--- config.mk ---
export PLATFORM = sky130hd
export DESIGN_NAME = bumper_navigation_fsm
export DESIGN_NICKNAME = d
export VERILOG_FILES = /design/src/rtl/bnf_pkg.sv /design/src/rtl/bnf_cfg_regs.sv /design/src/rtl/bnf_nav_core.sv /design/src/rtl/bumper_navigation_fsm.sv
export SDC_FILE = /design/constraint.sdc
export NUM_CORES = 1
export LEC_CHECK = 0
export ABC_CLOCK_PERIOD_IN_PS = 23800
export BUFFER_PORTS_ARGS = -buffer_cell sky130_fd_sc_hd__buf_2
export CORE_MARGIN = 8
export CORE_UTILIZATION = 23
export CTS_CLUSTER_DIAMETER = 60
export CTS_CLUSTER_SIZE = 10
export DETAILED_ROUTE_END_ITERATION = 8
export GPL_ROUTABILITY_DRIVEN = 1
export GPL_TIMING_DRIVEN = 0
export PLACE_DENSITY = 0.34
export SLEW_MARGIN = 20
export SYNTH_ARGS = -nofsm -noshare
export SYNTH_HDL_FRONTEND = slang
export SYNTH_SLANG_ARGS = --single-unit
--- constraint.sdc ---
create_clock -name clk -period 23.8 [get_ports clk]
set_input_delay 1.19 -clock clk [delete_from_list [all_inputs] [get_ports clk]]
set_output_delay 1.19 -clock clk [all_outputs]
set_load 0.03 [all_outputs]
--- src/rtl/bnf_pkg.sv ---
// Shared types, register codes, mode codes and the duty mapping for the
// bumper navigation block. Used by every module under rtl/.
package bnf_pkg;

  localparam int TIME_BITS = 32;
  localparam int CFG_INDEX_BITS = 8;
  localparam int CFG_DATA_BITS = 16;

  // Navigation modes.
  localparam logic [2:0] MODE_PLAN      = 3'd0;
  localparam logic [2:0] MODE_FOLLOW    = 3'd1;
  localparam logic [2:0] MODE_REVERSE   = 3'd2;
  localparam logic [2:0] MODE_ROT_RIGHT = 3'd3;
  localparam logic [2:0] MODE_ROT_LEFT  = 3'd4;

  // Configuration register indexes.
  localparam logic [CFG_INDEX_BITS-1:0] CFG_FORWARD_DUTY = 8'd0;
  localparam logic [CFG_INDEX_BITS-1:0] CFG_REVERSE_DUTY = 8'd1;
  localparam logic [CFG_INDEX_BITS-1:0] CFG_ROTATE_DUTY  = 8'd2;
  localparam logic [CFG_INDEX_BITS-1:0] CFG_TURN_DELAY   = 8'd3;
  localparam logic [CFG_INDEX_BITS-1:0] CFG_RESEND_LIMIT = 8'd4;

  // Reset values of the configuration registers.
  localparam logic [15:0] FORWARD_DUTY_RST = 16'd36000;
  localparam logic [15:0] REVERSE_DUTY_RST = 16'd35000;
  localparam logic [15:0] ROTATE_DUTY_RST  = 16'd35000;
  localparam logic [15:0] TURN_DELAY_RST   = 16'd50;
  localparam logic [7:0]  RESEND_LIMIT_RST = 8'd50;

  typedef struct packed {
    logic left_bumper;
    logic right_bumper;
  } in_t;

  typedef struct packed {
    logic [2:0]  nav_mode;
    logic [15:0] left_magnitude;
    logic        left_ahead;
    logic [15:0] right_magnitude;
    logic        right_ahead;
  } out_t;

  typedef struct packed {
    logic [15:0] forward_duty;
    logic [15:0] reverse_duty;
    logic [15:0] rotate_duty;
    logic [15:0] turn_delay_ticks;
    logic [7:0]  resend_limit;
  } cfg_t;

  typedef struct packed {
    logic signed [16:0] left;
    logic signed [16:0] right;
  } duty_pair_t;

  // Signed wheel duties for a navigation mode.
  function automatic duty_pair_t duty_map(input logic [2:0] mode, input cfg_t cfg);
    duty_pair_t d;
    logic signed [16:0] fwd;
    logic signed [16:0] rev;
    logic signed [16:0] rot;
    fwd = $signed({1'b0, cfg.forward_duty});
    rev = $signed({1'b0, cfg.reverse_duty});
    rot = $signed({1'b0, cfg.rotate_duty});
    d.left = '0;
    d.right = '0;
    case (mode)
      MODE_FOLLOW: begin
        d.left = fwd;
        d.right = fwd;
      end
      MODE_REVERSE: begin
        d.left = -rev;
        d.right = -rev;
      end
      MODE_ROT_RIGHT: begin
        d.left = rot;
        d.right = -rot;
      end
      MODE_ROT_LEFT: begin
        d.left = -rot;
        d.right = rot;
      end
      default: begin
        d.left = '0;
        d.right = '0;
      end
    endcase
    return d;
  endfunction

endpackage

--- src/rtl/bnf_cfg_regs.sv ---
// Configuration register file of the bumper navigation block.
// Depends on bnf_pkg for the register indexes, reset values and cfg_t.
module bnf_cfg_regs
  import bnf_pkg::*;
(
  input  logic                      clk,
  input  logic                      rst,
  input  logic                      wr_en,
  input  logic [CFG_INDEX_BITS-1:0] wr_index,
  input  logic [CFG_DATA_BITS-1:0]  wr_data,
  output cfg_t                      cfg
);

  always_ff @(posedge clk) begin
    if (rst) begin
      cfg.forward_duty     <= FORWARD_DUTY_RST;
      cfg.reverse_duty     <= REVERSE_DUTY_RST;
      cfg.rotate_duty      <= ROTATE_DUTY_RST;
      cfg.turn_delay_ticks <= TURN_DELAY_RST;
      cfg.resend_limit     <= RESEND_LIMIT_RST;
    end else if (wr_en) begin
      // Writes to indexes past the last register are dropped.
      case (wr_index)
        CFG_FORWARD_DUTY: cfg.forward_duty     <= wr_data;
        CFG_REVERSE_DUTY: cfg.reverse_duty     <= wr_data;
        CFG_ROTATE_DUTY:  cfg.rotate_duty      <= wr_data;
        CFG_TURN_DELAY:   cfg.turn_delay_ticks <= wr_data;
        CFG_RESEND_LIMIT: cfg.resend_limit     <= wr_data[7:0];
        default: ;
      endcase
    end
  end

endmodule

--- src/rtl/bnf_nav_core.sv ---
// Navigation state, tick clock, press times and the per-tick rules.
// Depends on bnf_pkg for the mode codes, structs and duty mapping.
module bnf_nav_core
  import bnf_pkg::*;
(
  input  logic clk,
  input  logic rst,
  input  logic step,
  input  in_t  bumpers,
  input  cfg_t cfg,
  output logic emit,
  output out_t result
);

  logic [TIME_BITS-1:0] tick_now;
  logic [TIME_BITS-1:0] left_press_time;
  logic [TIME_BITS-1:0] right_press_time;
  logic [TIME_BITS-1:0] change_time;
  logic [2:0]           mode;
  logic                 delay_armed;
  logic [7:0]           resend_count;
  logic signed [16:0]   sent_left_duty;
  logic signed [16:0]   sent_right_duty;

  logic [TIME_BITS-1:0] now;
  logic [TIME_BITS-1:0] left_press_time_next;
  logic [TIME_BITS-1:0] right_press_time_next;
  logic [TIME_BITS-1:0] elapsed_left;
  logic [TIME_BITS-1:0] elapsed_right;
  logic [TIME_BITS-1:0] elapsed_change;
  logic [TIME_BITS-1:0] delay_limit;
  logic                 left_aged;
  logic                 right_aged;
  logic                 change_aged;
  logic [2:0]           mode_next;
  logic                 delay_armed_next;
  logic                 mode_changed;
  duty_pair_t           duties;
  logic signed [16:0]   left_neg;
  logic signed [16:0]   right_neg;

  always_comb begin
    now = tick_now + TIME_BITS'(1);
    left_press_time_next  = bumpers.left_bumper  ? now : left_press_time;
    right_press_time_next = bumpers.right_bumper ? now : right_press_time;
    elapsed_left   = now - left_press_time_next;
    elapsed_right  = now - right_press_time_next;
    elapsed_change = now - change_time;
    delay_limit    = TIME_BITS'(cfg.turn_delay_ticks);
    left_aged   = elapsed_left > delay_limit;
    right_aged  = elapsed_right > delay_limit;
    change_aged = elapsed_change > delay_limit;

    mode_next = mode;
    delay_armed_next = delay_armed;
    case (mode)
      MODE_REVERSE: begin
        // Turn away from the side that was hit first.
        if (!delay_armed || (left_aged && right_aged)) begin
          mode_next = (elapsed_left > elapsed_right) ? MODE_ROT_RIGHT : MODE_ROT_LEFT;
        end
      end
      MODE_ROT_RIGHT, MODE_ROT_LEFT: begin
        if (!delay_armed || change_aged) begin
          if (!bumpers.left_bumper && !bumpers.right_bumper) begin
            mode_next = MODE_FOLLOW;
          end else if (bumpers.left_bumper && bumpers.right_bumper) begin
            mode_next = MODE_REVERSE;
          end
        end
      end
      MODE_PLAN: begin
        if (resend_count > 8'd1) begin
          mode_next = MODE_FOLLOW;
        end
      end
      MODE_FOLLOW: begin
        if (bumpers.left_bumper && bumpers.right_bumper) begin
          mode_next = MODE_REVERSE;
          delay_armed_next = 1'b1;
        end else if (bumpers.right_bumper) begin
          mode_next = MODE_ROT_LEFT;
          delay_armed_next = 1'b1;
        end else if (bumpers.left_bumper) begin
          mode_next = MODE_ROT_RIGHT;
          delay_armed_next = 1'b1;
        end
      end
      default: begin
        mode_next = MODE_PLAN;
      end
    endcase

    duties = duty_map(mode_next, cfg);
    mode_changed = mode_next != mode;
    emit = (duties.left != sent_left_duty) || (duties.right != sent_right_duty) ||
           mode_changed || (resend_count > cfg.resend_limit);

    left_neg  = -duties.left;
    right_neg = -duties.right;
    result.nav_mode        = mode_next;
    result.left_magnitude  = duties.left[16] ? left_neg[15:0] : duties.left[15:0];
    result.left_ahead      = !duties.left[16] && (duties.left != '0);
    result.right_magnitude = duties.right[16] ? right_neg[15:0] : duties.right[15:0];
    result.right_ahead     = !duties.right[16] && (duties.right != '0);
  end

  always_ff @(posedge clk) begin
    if (rst) begin
      tick_now         <= '0;
      left_press_time  <= '0;
      right_press_time <= '0;
      change_time      <= '0;
      mode             <= MODE_PLAN;
      delay_armed      <= 1'b0;
      resend_count     <= '0;
      sent_left_duty   <= '0;
      sent_right_duty  <= '0;
    end else if (step) begin
      tick_now         <= now;
      left_press_time  <= left_press_time_next;
      right_press_time <= right_press_time_next;
      mode             <= mode_next;
      delay_armed      <= delay_armed_next;
      if (emit) begin
        sent_left_duty  <= duties.left;
        sent_right_duty <= duties.right;
        resend_count    <= '0;
        if (mode_changed) begin
          change_time <= now;
        end
      end else if (resend_count != 8'hFF) begin
        resend_count <= resend_count + 8'd1;
      end
    end
  end

endmodule

--- src/rtl/bumper_navigation_fsm.sv ---
// Top level of the bumper navigation block: input register, output register
// and assertions. Depends on bnf_pkg, bnf_cfg_regs and bnf_nav_core.
//
// Usage: each word on the input channel (in_valid/in_stall/in_data) is one
// control tick with the two front bumper bits. A tick yields zero or one
// motor command word on the output channel (out_valid/out_stall/out_data):
// a command goes out when the wheel duties or the navigation mode change, or
// when the idle count passes resend_limit.
// An accepted tick waits in the input register; the rules and duty mapping then
// run in one pass into the output register. One tick is accepted per cycle
// while the receiver does not stall; the rate is set by that single pass
// through the navigation state. When the receiver stalls with a command
// waiting, the input register holds one more tick and then in_stall rises
// until the command is taken. Registers are written on the cfg channel
// (cfg_ready is always high); the user must write them only while the block
// is idle, which the block does not enforce. Synchronous reset empties both
// registers, restores the register defaults, zeroes the tick clock and press
// times and puts the block in plan mode; no ticks are lost to a clearing pass.
module bumper_navigation_fsm
  import bnf_pkg::*;
(
  input  logic                      clk,
  input  logic                      rst,
  input  logic                      in_valid,
  output logic                      in_stall,
  input  in_t                       in_data,
  output logic                      out_valid,
  input  logic                      out_stall,
  output out_t                      out_data,
  input  logic                      cfg_valid,
  output logic                      cfg_ready,
  input  logic [CFG_INDEX_BITS-1:0] cfg_index,
  input  logic [CFG_DATA_BITS-1:0]  cfg_data
);

  cfg_t cfg;
  in_t  s1_data;
  logic s1_valid;
  logic hold;
  logic s1_fire;
  logic s1_load;
  logic emit;
  out_t result;

  assign cfg_ready = 1'b1;

  bnf_cfg_regs u_cfg_regs (
    .clk      (clk),
    .rst      (rst),
    .wr_en    (cfg_valid && cfg_ready),
    .wr_index (cfg_index),
    .wr_data  (cfg_data),
    .cfg      (cfg)
  );

  // The output register is blocked while a command waits on a stalled receiver.
  assign hold     = out_valid && out_stall;
  assign s1_fire  = s1_valid && !hold;
  assign s1_load  = !s1_valid || !hold;
  assign in_stall = s1_valid && hold;

  always_ff @(posedge clk) begin
    if (rst) begin
      s1_valid <= 1'b0;
    end else if (s1_load) begin
      s1_valid <= in_valid;
    end
  end

  always_ff @(posedge clk) begin
    if (s1_load) begin
      s1_data <= in_data;
    end
  end

  bnf_nav_core u_nav_core (
    .clk     (clk),
    .rst     (rst),
    .step    (s1_fire),
    .bumpers (s1_data),
    .cfg     (cfg),
    .emit    (emit),
    .result  (result)
  );

  always_ff @(posedge clk) begin
    if (rst) begin
      out_valid <= 1'b0;
    end else if (!hold) begin
      out_valid <= s1_fire && emit;
    end
  end

  always_ff @(posedge clk) begin
    if (!hold) begin
      out_data <= result;
    end
  end

  a_mode_range: assert property (@(posedge clk) disable iff (rst)
    out_valid |-> (out_data.nav_mode == MODE_PLAN || out_data.nav_mode == MODE_FOLLOW ||
                   out_data.nav_mode == MODE_REVERSE || out_data.nav_mode == MODE_ROT_RIGHT ||
                   out_data.nav_mode == MODE_ROT_LEFT))
    else $error("command carries an unused mode code");

  a_plan_idle: assert property (@(posedge clk) disable iff (rst)
    (out_valid && out_data.nav_mode == MODE_PLAN) |->
      (out_data.left_magnitude == 16'd0 && out_data.right_magnitude == 16'd0))
    else $error("plan mode command drives the wheels");

  a_ahead_nonzero: assert property (@(posedge clk) disable iff (rst)
    (out_valid && (out_data.left_ahead || out_data.right_ahead)) |->
      ((!out_data.left_ahead || out_data.left_magnitude != 16'd0) &&
       (!out_data.right_ahead || out_data.right_magnitude != 16'd0)))
    else $error("forward direction flagged for a zero duty");

  a_reverse_back: assert property (@(posedge clk) disable iff (rst)
    (out_valid && out_data.nav_mode == MODE_REVERSE) |->
      (!out_data.left_ahead && !out_data.right_ahead))
    else $error("reverse command drives a wheel forward");

endmodule

== Word level (Yosys, flattened, before mapping) ==
Cells that the tools add are included.

* Register bits after elaboration: 287
* Input port bits: 31
* Output and inout port bits: 40
* Word-level logic and storage cells: 112

* $add $sub $neg: 9
* Order comparisons: 6
* Equality and inequality tests: 16
* Muxes and demuxes: 20
* Reductions and logical operators: 38

{| class="wikitable"
|+ Operators with widths
! cell !! count
|-
| case mux 34 bit (4 select lines) || 1
|-
| greater-than comparator 32 x 16 -> 1 bit || 3
|-
| subtractor 32 bit || 3
|-
| 2-to-1 mux 32 bit || 2
|-
| inequality test 17 bit || 2
|-
| negation 16 -> 17 bit || 2
|-
| nonzero test 17 bit || 2
|-
| adder 32 x 1 -> 32 bit (second input constant) || 1
|-
| greater-than comparator 32 bit || 1
|-
| 2-to-1 mux 16 bit || 2
|-
| negation 16 bit || 2
|-
| 2-to-1 mux 3 bit || 9
|-
| == test 8 x 2 -> 1 bit (second input constant) || 2
|-
| 2-to-1 mux 8 bit || 2
|-
| AND reduction 2 bit || 7
|-
| == test 3 x 2 -> 1 bit (second input constant) || 4
|-
| case mux 3 bit (4 select lines) || 1
|-
| logical AND 1 bit || 9
|-
| adder 8 x 1 -> 8 bit (second input constant) || 1
|-
| == test 8 x 1 -> 1 bit (second input constant) || 1
|-
| == test 8 x 3 -> 1 bit (second input constant) || 1
|-
| greater-than comparator 8 x 1 -> 1 bit (second input constant) || 1
|-
| greater-than comparator 8 bit || 1
|-
| logical NOT 8 bit || 1
|-
| 12 further kinds || 28
|}

== Longest topological paths before layout ==
* Depth after elaboration: 16
* Mapped depth: 46
* Gate-level depth less buffers: 36

== Hierarchy ==
A second synthesis with hierarchy kept.

* Cell total of the unflattened synthesis: 3204
* Area total of the unflattened synthesis: 25672.1 um^2

{| class="wikitable"
|+ Modules (own cells, without submodules)
! module !! times used !! cells each !! area each (um^2)
|-
| bnf_nav_core || 1 || 2884 || 21519.4
|-
| bnf_cfg_regs || 1 || 269 || 2882.8
|-
| bumper_navigation_fsm || 1 || 51 || 1270.0
|}

== Least setup slack after synthesis ==
No wires, ideal clock.

* Path kind: flip-flop to flip-flop
* Start: reg s1_data[1] (netlist name)
* End: reg u_nav_core.sent_left_duty[10]
* Library setup time: 0.121 ns
* Data arrival time: 9.594 ns
* Slack: 14.085 ns
* Cell stages (with the launch flop): 38
* Path buffers: 10
* Period minus slack after synthesis: 9.715 ns
* Path through: edfxtp_1 > clkbuf_1 > clkbuf_1 > buf_1 > clkbuf_1 > buf_1 > clkbuf_1 > clkbuf_1 > buf_1 > mux2i_1 > inv_1 > fa_1 > nand2b_1 > nand2_1 > o31ai_1 > o21bai_1 > o211ai_1 > a211oi_1 > (+2 left out) > nand2b_1 > a31oi_1 > xnor2_1 > ha_1 > a21o_1 > a2111oi_2 > o31a_1 > a21oi_1 > o211ai_1 > buf_4 > nand2_1 > o311ai_1 > xor2_1 > or4_4 > nor4_4 > a31oi_4 > buf_6 > mux2_4

{| class="wikitable"
|+ RTL lines
! element !! line !! source
|-
| from (decl) || bumper_navigation_fsm.sv:37 || <nowiki>in_t s1_data;</nowiki>
|-
| from (signal assigned) || bumper_navigation_fsm.sv:72 || <nowiki>s1_data <= in_data;</nowiki>
|-
| to (signal assigned) || bnf_nav_core.sv:126 || <nowiki>sent_left_duty <= duties.left;</nowiki>
|-
| to (decl) || bnf_nav_core.sv:22 || <nowiki>logic signed [16:0] sent_left_duty;</nowiki>
|}

== Worst setup path in the final report ==
* Start: reg s1_data[1] (netlist name)
* End: reg u_nav_core.sent_right_duty[3]

* Word-level cells in the longest chain between the ends: 14
* Elaborated cells on any way between the ends: 30

{| class="wikitable"
|+ RTL lines
! element !! line !! source
|-
| 2-to-1 mux 32 bit (*) || bnf_nav_core.sv:44 || <nowiki>left_press_time_next = bumpers.left_bumper ? now : left_press_time;</nowiki>
|-
| via u_nav_core.left_press_time_next[1] || bnf_nav_core.sv:26 || <nowiki>logic [TIME_BITS-1:0] left_press_time_next;</nowiki>
|-
| subtractor 32 bit (*) || bnf_nav_core.sv:46 || <nowiki>elapsed_left = now - left_press_time_next;</nowiki>
|-
| greater-than comparator 32 x 16 -> 1 bit || bnf_nav_core.sv:50 || <nowiki>left_aged = elapsed_left > delay_limit;</nowiki>
|-
| logical AND 1 bit || bnf_nav_core.sv:59 || <nowiki>if (!delay_armed || (left_aged && right_aged)) begin</nowiki>
|-
| logical OR 1 bit || bnf_nav_core.sv:59 ||
|-
| 2-to-1 mux 3 bit (*) || bnf_nav_core.sv:59 ||
|-
| case mux 3 bit (4 select lines) (*) || bnf_nav_core.sv:56 || <nowiki>case (mode)</nowiki>
|-
| == test 3 bit, or another cell as far along || bnf_pkg.sv:67 || <nowiki>case (mode)</nowiki>
|-
| case mux 34 bit (4 select lines) || bnf_pkg.sv:67 ||
|-
| inequality test 17 bit || bnf_nav_core.sv:96 || <nowiki>emit = (duties.left != sent_left_duty) || (duties.right != sent_right_duty) ||</nowiki>
|-
| logical OR 1 bit (2 in a row) || bnf_nav_core.sv:96 ||
|-
| logical OR 1 bit || bnf_nav_core.sv:97 || <nowiki>mode_changed || (resend_count > cfg.resend_limit);</nowiki>
|-
| AND reduction 2 bit (no source line) || -- ||
|-
| to (signal assigned) || bnf_nav_core.sv:127 || <nowiki>sent_right_duty <= duties.right;</nowiki>
|-
| to (decl) || bnf_nav_core.sv:23 || <nowiki>logic signed [16:0] sent_right_duty;</nowiki>
|}

Mark *: on every way through the listed nets, which the timed path passes. The rest lies on a longest branch.
A chain may end at the register's enable or synchronous reset.

==> reports/results.txt <==
Summed over all nets, the half-perimeter wirelength after detailed placement is 99,690 µm. Data on the critical path is required at its endpoint by 24.29 ns. In this run the critical register-to-register path is launched from s1_data[1].

Critical setup path kind: flop to flop. Post-CTS timing repair inserted 0 buffers for setup. Worst-margin pin slew: 1.144 ns. The count of max-cap constraint violations was 0. On the final layout, the worst clock skew is 0.02933 ns. Dividing the detail-routed wire length by the instance count gives 25.41 µm. Synthesis inferred 285 register bits.

Counting every net in the synthesized netlist gives 3,444. The logs give 0.62 ns for the clock latency on the worst-skew pair and 25,484 for the number of global-route vias before repair. The critical path contains buffers and inverters numbering 10 combined. In this run the clock root is driven by a clkbuf_16. The run gives 33 as the largest net degree at the start of global routing. The max-slew violation count was 0.

The flow ran to the end, and the final reports show no timing, DRC or antenna violations. For this run, asynchronously set or reset flops after synthesis account for 0%. Power spread over the standard cell area amounts to 69.32 nW/µm².

The run gives 0 as the sum of overflow across all layers after global routing. The number of DRC violations after detailed-routing iteration 0 was 2,063; the cts-stage hold buffer count was 0. After detailed routing, the total wire length is 125,600 µm. The die covers 123,400 µm². The library cell appearing most often on the critical path is clkbuf_1.

The final instance count without filler cells was 4,943; the count of H-tree levels built during CTS was 2. The clock passes through at most 3 buffers. The top cell family by delay on the critical path was buffers and inverters. The region available for standard cell placement spans 112,000 µm².

The final worst-path cycle share is 68.58%. The largest fanout of any net on the critical path came out at 10. The routed via count was 25,843. In the routed design, unresolved DRC markers number 0. The tools report the total leakage power as 11.08 nW.

The mapped netlist covers 25,860 µm². The worst voltage drop across the vdd grid is 0.04909 mV, and the number of cells in the design after placement is 4,858. The floorplan step set the die width to 351.3 µm. After clock tree synthesis, the repair step resized 0 gates. The share of layout cells above drive strength 1 came out at 9.701%.

The run gives 7.658 ns as the setup slack at placement. Summed over its instances, the top area cell type makes up 19.12% of the synthesized netlist area. After clock tree synthesis, the clock-pin slew on the worst setup and hold paths is 0.05 ns.

Setup violations remaining at the end of the flow were counted as 0. For the sink count of the clock tree, the log shows 285. Of the synthesized area, sequential elements account for 23.54%. The tools report the worst-case headroom to the max-slew limit as 23.05%. The worst hold path startpoint is u_cfg_regs.cfg[11]. After routing, the total negative slack on setup checks comes to 0 ns.

The number of placement rows was 123; the global router's overall resource usage was 19.75%. TritonCTS built the clock tree. Setup repair after global routing left no endpoint under its margin. The number of buffer cells added on primary ports works out to 68.

Dividing the detail-routed via count by the number of cells gives 5.228. The remaining antenna violation count after routing was 0; the die height was 351.3 µm. The repair_antennas step left the layout with diodes totalling 0. The tools report the type of origin of the critical path as a flop. Leaving out fill and tap cells, the most frequent cells in the layout are 387 x nor2_1, 307 x nand2_1, 247 x dfxtp_1. The tools report the launch point of the worst path as s1_data[1]. The distinct cell type count after synthesis is 125, and the maximum single-stage delay on the critical path is 0.96 ns.

The library cell used most frequently in the layout, excluding fill and tap cells, is nor2_1. The Yosys warning count is 0. For this configuration, the core starts out at a cell density of 23.08%.

By area the synthesized netlist is led by dfxtp_1 19%, ha_1 6.0%, nor2_1 5.6%. The predominant post-synthesis flop cell is dfxtp_1. Area overhead of the layout relative to synthesis: 15.09%. The wire length of the first global-routing pass was 181,300 µm; the highest achievable clock rate was 61.27 MHz. The cell accounting for the most synthesized area is dfxtp_1. The final layout contains 3,567 nets.

Averaged over all synthesized cells, the footprint is 7.872 µm². The logs give 2 for the number of antenna violations at the first check in global routing and 71 for the number of top-level pins. For this design, the slowest cell found on the critical path is o31ai_1. The first-pass iteration count of the detailed router was 6; the number of buffers created by CTS was 48. Critical path capture point type: a flop.

The worst min-delay path class was flop to flop. The run gives 3,285 as the post-synthesis cell count. The congestion estimate from routability-driven global placement came to 0.8857. The filler cells instantiated in the layout total 12,491. Once routing completed, OpenROAD measured the worst setup slack at 7.478 ns. In this run, synthesis inferred 38 flip-flops with an integrated enable.

For the worst setup path, the data arrival time is 16.81 ns. The tools report the final count of hold timing violations as 0. At the end of the flow the core is filled with cells to 26.56%. The minimum hold slack is 0.4508 ns.

The clock period could shrink to 16.32 ns.
[stage by stage]
| stage | area, µm² | total power, mW |
|---|---|---|
| 2_1_floorplan | 25860 | 1.081 |
| 3_3_place_gp | 28080 | 1.363 |
| 3_5_place_dp | 28180 | 1.359 |
| 4_1_cts | 29740 | 2.085 |
| 5_1_grt | 29760 | 2.178 |
| 6_report | 29760 | 2.063 |
[where the power goes]
part	switching (mW)	leakage (nW)	internal, mW	total, mW
clock network	0.285	0.759	0.419	0.705
logic	0.536	7.89	0.279	0.814
registers	0.0181	2.43	0.526	0.544
[state kept, by name, indices dropped and copies added, names as in the netlist]
signal	count
out_data	36
out_valid	1
s1_data	2
s1_valid	1
u_cfg_regs.cfg	72
u_nav_core.change_time	32
u_nav_core.delay_armed	1
u_nav_core.left_press_time	32
u_nav_core.mode	3
u_nav_core.resend_count	8
u_nav_core.right_press_time	32
u_nav_core.sent_left_duty	16
u_nav_core.sent_right_duty	17
u_nav_core.tick_now	32
[kinds of logic after synthesis]
family	after synthesis	share of synthesized area, %
compound gates	945	26.26
xor+xnor	220	9.455
fa+ha+maj	161	7.558
buf+inv	347	5.443
flops	285	23.54
mux	66	3.073
other cells	1	0.01450
simple gates	1260	24.66
[Yosys cell counts, types with 35 or more instances]
cell        n
nor3_1     73
nand4_1    52
nor2b_1    52
nand2_1   307
dfxtp_1   247
and2_1     61
a21o_1     53
a31oi_1    41
xnor2_1   124
a21oi_1   220
or3_1      35
nand3_1    70
nor2_1    387
ha_1      125
xnor3_1    36
clkbuf_1  138
nand2b_1   35
xor2_1     58
a211oi_1  111
inv_1     152
o21ai_0   120
edfxtp_1   38
[layer usage]
metal,up-vias,wire [µm],GRT usage [%],share of wire (%)
li1,12375,-,-,-
met1,12651,61140,28.04,49
met2,663,55020,30.93,44
met3,152,5952,3.084,4.7
met4,2,3486,5.323,2.8
met5,-,13,0,0.010
[worst reg2reg max path, delay by kind of cell, from the launching register on]
kind	cells	cell delay, ns
AOI/OAI and AO/OA	11	5.22
and+or+nand+nor	9	2.64
xor gates and xnor gates	2	0.50
buffers and inverters	10	5.79
DFF	1	0.32
adders and majority gates	3	1.00
muxes	2	0.73
[final timing paths]
check | to | slack (ns) | depth (start not counted)
setup / recovery | u_nav_core.sent_right_duty[3] | 7.48 | 37
hold reg to reg | u_cfg_regs.cfg[11] | 0.45 | 2
hold / removal | u_cfg_regs.cfg[11] | 0.45 | 2
setup reg to reg | u_nav_core.sent_right_duty[3] | 7.48 | 37
[area by class of cell]
class	count	area [µm²]	area share [%]
clock inverters	23	234.0	0.7862
inverters	154	578.1	1.942
well taps	1500	1877	6.306
flip-flops and latches	285	6086	20.45
plain buffers	193	839.6	2.821
clock buffers	62	1328	4.461
repair buffers	73	407.9	1.371
multi-input cells	2653	18410	61.86
Power figures use the tool's default switching activity.
